<file path="src/design/fsgs_pkg.sv">
// Shared types and constants for the falling-sand grid step core.
`timescale 1ns / 1ps
package fsgs_pkg;

  localparam int DEF_MAX_WIDTH  = 256;
  localparam int DEF_MAX_HEIGHT = 256;
  localparam int DEF_CELL_BITS  = 8;

  localparam int IN_BITS       = 32;
  localparam int OUT_BITS      = 16;
  localparam int CFG_IDX_BITS  = 2;
  localparam int CFG_DATA_BITS = 9;

  localparam logic [1:0] OP_WRITE = 2'd0;
  localparam logic [1:0] OP_READ  = 2'd1;
  localparam logic [1:0] OP_STEP  = 2'd2;

  localparam logic [CFG_IDX_BITS-1:0] CFG_WIDTH  = 2'd0;
  localparam logic [CFG_IDX_BITS-1:0] CFG_HEIGHT = 2'd1;
  localparam logic [CFG_IDX_BITS-1:0] CFG_EMPTY  = 2'd2;

  localparam logic [8:0] RST_WIDTH  = 9'd256;
  localparam logic [8:0] RST_HEIGHT = 9'd256;
  localparam logic [7:0] RST_EMPTY  = 8'd0;

  typedef enum logic [1:0] {
    ST_CLEAR,
    ST_IDLE,
    ST_READ,
    ST_STEP
  } core_state_t;

  typedef enum logic [2:0] {
    PS_IDLE,
    PS_RD_HERE,
    PS_CHK_HERE,
    PS_CHK_BELOW,
    PS_CHK_DL,
    PS_CHK_DR,
    PS_WR_SRC
  } pass_state_t;

  typedef struct packed {
    logic busy;
    logic done;
  } pass_stat_t;

endpackage

</file>
<file path="src/design/fsgs_pass.sv">
// Gravity pass sequencer: walks the grid bottom-up, read-check-move per cell.
`timescale 1ns / 1ps
module fsgs_pass #(
  parameter int MAX_WIDTH  = fsgs_pkg::DEF_MAX_WIDTH,
  parameter int MAX_HEIGHT = fsgs_pkg::DEF_MAX_HEIGHT,
  parameter int CELL_BITS  = fsgs_pkg::DEF_CELL_BITS,
  localparam int CW = (MAX_WIDTH > 1) ? $clog2(MAX_WIDTH) : 1,
  localparam int RW = $clog2(MAX_HEIGHT),
  localparam int UW = $clog2(MAX_WIDTH + 1),
  localparam int UH = $clog2(MAX_HEIGHT + 1)
) (
  input  logic                 clk,
  input  logic                 rst,
  input  logic                 start,
  input  logic [UW-1:0]        used_w,
  input  logic [UH-1:0]        used_h,
  input  logic [CELL_BITS-1:0] empty,
  input  logic [CELL_BITS-1:0] rdata,
  output logic [RW+CW-1:0]     raddr,
  output logic                 we,
  output logic [RW+CW-1:0]     waddr,
  output logic [CELL_BITS-1:0] wdata,
  output fsgs_pkg::pass_stat_t stat
);

  import fsgs_pkg::*;

  pass_state_t          state, state_next;
  logic [RW-1:0]        row, row_next;
  logic [CW-1:0]        col, col_next;
  logic [CELL_BITS-1:0] val, val_next;

  logic [RW-1:0] row_dn;
  logic [CW-1:0] col_l, col_r;
  logic [UW-1:0] col_p1;
  logic          last_col, interior, is_empty, done;

  assign row_dn   = row + RW'(1);
  assign col_l    = col - CW'(1);
  assign col_r    = col + CW'(1);
  assign col_p1   = UW'(col) + UW'(1);
  assign last_col = (col_p1 == used_w);
  assign interior = (col != '0) && !last_col;
  assign is_empty = (rdata == empty);

  always_ff @(posedge clk) begin
    if (rst) begin
      state <= PS_IDLE;
    end else begin
      state <= state_next;
    end
    row <= row_next;
    col <= col_next;
    val <= val_next;
  end

  always_comb begin
    state_next = state;
    row_next   = row;
    col_next   = col;
    val_next   = val;
    we         = 1'b0;
    waddr      = {row, col};
    wdata      = val;
    raddr      = {row, col};
    done       = 1'b0;
    unique case (state)
      PS_IDLE: begin
        if (start) begin
          row_next   = RW'(used_h - UH'(2));
          col_next   = '0;
          state_next = PS_RD_HERE;
        end
      end
      PS_RD_HERE: begin
        state_next = PS_CHK_HERE;
      end
      PS_CHK_HERE: begin
        raddr = {row_dn, col};
        if (!is_empty) begin
          val_next   = rdata;
          state_next = PS_CHK_BELOW;
        end
      end
      PS_CHK_BELOW: begin
        raddr = {row_dn, col_l};
        if (is_empty) begin
          we         = 1'b1;
          waddr      = {row_dn, col};
          state_next = PS_WR_SRC;
        end else if (interior) begin
          state_next = PS_CHK_DL;
        end
      end
      PS_CHK_DL: begin
        raddr = {row_dn, col_r};
        if (is_empty) begin
          we         = 1'b1;
          waddr      = {row_dn, col_l};
          state_next = PS_WR_SRC;
        end else begin
          state_next = PS_CHK_DR;
        end
      end
      PS_CHK_DR: begin
        if (is_empty) begin
          we         = 1'b1;
          waddr      = {row_dn, col_r};
          state_next = PS_WR_SRC;
        end
      end
      PS_WR_SRC: begin
        we    = 1'b1;
        wdata = empty;
      end
      default: begin
        state_next = PS_IDLE;
      end
    endcase

    // advance to the next cell once this one is settled
    if ((state == PS_CHK_HERE && is_empty) ||
        (state == PS_CHK_BELOW && !is_empty && !interior) ||
        (state == PS_CHK_DR && !is_empty) ||
        (state == PS_WR_SRC)) begin
      if (last_col) begin
        if (row == '0) begin
          done       = 1'b1;
          state_next = PS_IDLE;
        end else begin
          row_next   = row - RW'(1);
          col_next   = '0;
          state_next = PS_RD_HERE;
        end
      end else begin
        col_next   = col_r;
        state_next = PS_RD_HERE;
      end
    end
  end

  assign stat.busy = (state != PS_IDLE);
  assign stat.done = done;

endmodule

</file>
<file path="config.mk">
export PLATFORM = sky130hd
export DESIGN_NAME = fsgs_pass
export DESIGN_NICKNAME = d
export VERILOG_FILES = /design/src/design/fsgs_pkg.sv /design/src/design/fsgs_pass.sv
export SDC_FILE = /design/constraint.sdc
export NUM_CORES = 1
export LEC_CHECK = 0
export BUFFER_PORTS_ARGS = -buffer_cell sky130_fd_sc_hd__buf_2
export CAP_MARGIN = 20
export CORE_MARGIN = 2
export CORE_UTILIZATION = 25
export CTS_BUF_LIST = sky130_fd_sc_hd__clkbuf_8
export CTS_CLUSTER_DIAMETER = 100
export CTS_CLUSTER_SIZE = 40
export DETAILED_ROUTE_END_ITERATION = 10
export PLACE_DENSITY = 0.44
export REMOVE_ABC_BUFFERS = 1
export SLEW_MARGIN = 25
export SYNTH_ARGS = -nofsm -noshare
export SYNTH_HDL_FRONTEND = slang
export SYNTH_SLANG_ARGS = --single-unit
export TNS_END_PERCENT = 100
</file>
<file path="constraint.sdc">
create_clock -name clk -period 4.3 [get_ports clk]
set_input_delay 1.075 -clock clk [delete_from_list [all_inputs] [get_ports clk]]
set_output_delay 1.075 -clock clk [all_outputs]
set_load 0.03 [all_outputs]
</file>
==> impl_metrics.json <==
{
  "num_vias": 2605,
  "p_per_area_nw_per_um2": 410,
  "clkPwrFrac_pct": 12.0,
  "synthCells": 341,
  "cp.arrival_ps": 3040,
  "drc_errors": 0,
  "hp-start": "col[0]",
  "timing.final.crit_share_pct": 95.7,
  "register_area_um2": 622,
  "rows": 37,
  "endpoint_kind": "output port",
  "required_ps": 3220,
  "p_int_uw": 653,
  "critical-path-slowest-cell": "nor4_1",
  "antenna_left": 0,
  "slew_viol_final": 0,
  "start_kind": "input pin",
  "yosysUniqueCellTypes": 59,
  "cp_max_fo": 9,
  "hold_viol": 0,
  "cts_buffer_depth": 2,
  "avgSynthCellArea_um2": 7.89,
  "synth_edf_count": 8,
  "drtPass1Iterations": 4,
  "postPlaceCellArea_um2": 3170,
  "worstHoldPathCells": 1,
  "synth_seq_cells": 27,
  "insertion_delay_ps": 280,
  "io_pins": 80,
  "finalNetCount": 448,
  "start_util_pct": 26.0,
  "cap_viol_max_count": 0,
  "leakagePower_uw": 0.00145,
  "hold_path.class": "flop to flop",
  "num-fill-cells": 1151,
  "num_antenna_cells": 0,
  "rr_worst_depth": 9,
  "wirelength_mm": 7.79,
  "clock-root-buffer": "clkbuf_8",
  "antenna_found_initial": 0,
  "die_y_um": 108,
  "netlist_area_um2": 2690,
  "hold_ws_ps": 586,
  "slowest_delay_ps": 350,
  "fin_crit_ps": 4110,
  "hold_end": "col[0]",
  "dp_slack_ps": 194,
  "final_layout_size_suffix_gt1_share_pct": 28.7,
  "setup_violations": 0,
  "grt_use_total_pct": 13.2,
  "design_area_um2": 3220,
  "p_total_uw": 1320,
  "avgViaCountPerCell": 4.82,
  "grt_pass1_wl_mm": 12.3,
  "post-cts-setup-buffer-count": 0,
  "switching_share_pct": 50.4,
  "ys.flop_type": "dfxtp_1",
  "gp_congestion": 0.809,
  "multi_input_area_um2": 1860,
  "fin_setup_tns_ps": 0,
  "cts_htree_levels": 1,
  "die_area_um2": 11600,
  "dp_hpwl_mm": 5.98,
  "finalWorstSetupSlack_ps": 185,
  "drt_iter0_markers": 68,
  "grt_overflow": 0,
  "rsz0062_at_grt": "false",
  "path_class": "input pin to output port",
  "max-vdd-ir-drop_mv": 0.369,
  "clock-sinks": 27,
  "seq_area_frac_synth_pct": 23.1,
  "synth-async-reset-ratio_pct": 0,
  "clk_pin_slew_ps": 110,
  "cp_cell_sequence": "buf_2, xor2_1, nor4_1, buf_4, and2_1, buf_4, nand2_1, a21oi_1, xor2_1, buf_2",
  "slew_headroom_pct": 59.2,
  "die_width_um": 108,
  "max_freq_ghz": 0.243,
  "coreArea_um2": 10400,
  "tightest_slew_ps": 606,
  "port_buffers": 78,
  "net-switching-power_uw": 665,
  "clock_skew_ps": 2.28,
  "grt_pass1_vias": 2376,
  "area_growth_pct": 19.6,
  "timing.rr.end": "col[7]",
  "combPwrFrac_pct": 57.1,
  "wl_per_cell_um": 14.4,
  "hold_buffers": 0,
  "cts_tree": "built",
  "synth_warnings": 0,
  "p_seq_share_pct": 30.8,
  "grt_max_degree": 23,
  "reg2reg_from": "col[0]",
  "cts_buffers": 3,
  "status": "complete, no violations",
  "reg2reg_slack_ps": 1040
}
state kept, by name, indices dropped and copies added, names as in the netlist:
signal	flops
row	8
col	8
state	3
val	8
cell type report:
type	instances	share of cell area [%]
tap	136	5.29
clock buffer	3	1.28
clock inverter	1	0.155
inverter	12	1.40
timing repair buffer	90	14.9
sequential	27	19.3
multi-input combinational	271	57.6
layout by cell type (no fill, tap or decap), types with 4 or more instances in the layout:
master / count
a211o_1: 8
a21oi_1: 14
and2_1: 5
and3_1: 6
buf_2: 78
buf_4: 12
dfxtp_1: 18
edfxtp_1: 8
ha_1: 5
inv_1: 12
mux2_2: 11
nand2_1: 24
nand2b_1: 5
nand3_1: 12
nor2_1: 34
nor2b_1: 4
nor3_1: 14
nor3b_1: 6
nor4_1: 4
o21ai_0: 11
or3_1: 4
xnor2_1: 21
xor2_1: 31
power by group through the flow:
stage / registers, uW / logic [uW] / clock network [uW]
finish: 406 / 753 / 159
global route: 419 / 820 / 177
CTS: 406 / 757 / 170
detailed placement: 412 / 753 / 0
global placement: 409 / 750 / 0
floorplan: 395 / 539 / 0
layer usage:
| layer | vias to the layer above | wire [um] | global-route usage, % |
|---|---|---|---|
| met5 | - | 0 | 0 |
| met4 | 0 | 49 | 2.93 |
| met3 | 4 | 317 | 1.88 |
| met2 | 60 | 3620 | 21.1 |
| met1 | 1217 | 3810 | 18.8 |
| li1 | 1324 | - | - |
worst max path at each step:
stage | from | to | slack, ps
3_3_place_gp | empty[7] | waddr[10] | 190
3_5_place_dp | empty[7] | waddr[2] | 190
4_1_cts | col[0] | stat[0] | 70
2_1_floorplan | rdata[5] | waddr[15] | 290
5_1_grt | empty[7] | waddr[2] | 60
6_report | rdata[5] | waddr[2] | 190
kinds of logic (layout without fill, tap and decap cells):
| logic type | after synthesis | after routing | share of synthesized area [%] |
|---|---|---|---|
| buffers and inverters | 43 | 106 | 8.09 |
| flip-flops | 27 | 27 | 23.1 |
| AO/OA/AOI/OAI | 65 | 65 | 17.2 |
| adder cells (fa/ha/maj) | 7 | 7 | 3.16 |
| multiplexers | 13 | 13 | 5.35 |
| AND/OR/NAND/NOR | 133 | 133 | 25.7 |
| XOR/XNOR | 53 | 53 | 17.5 |
cell usage after synthesis, types with 11 or more instances:
library cell  number  area [um2]
clkbuf_1          19        71.3
nand2_1           24        90.1
nor3_1            14        70.1
dfxtp_1           19         380
xor2_1            31         272
xnor2_1           21         184
nand3_1           12        60.1
o21ai_0           12        60.1
mux2_2            11         124
inv_1             12        45.0
nor2_1            34         128
a21oi_1           14        70.1
metrics by stage:
step                cells  util, %
floorplan             310        -
global route          540     31.0
global placement      536     30.6
detailed placement    536     30.6
finish                540     31.0
CTS                   540     31.0
worst max-delay path, delay by kind of cell:
family	cells	cell delay, ps
compound gates	1	230
xor+xnor	2	310
simple gates	3	740
buf+inv	4	670
what timing repair did:
item                                   CTS  global route
endpoints found under the hold margin    0             0
setup endpoints to repair                0             1
gates resized for setup                  0             2
Power figures use the tool's default switching activity.
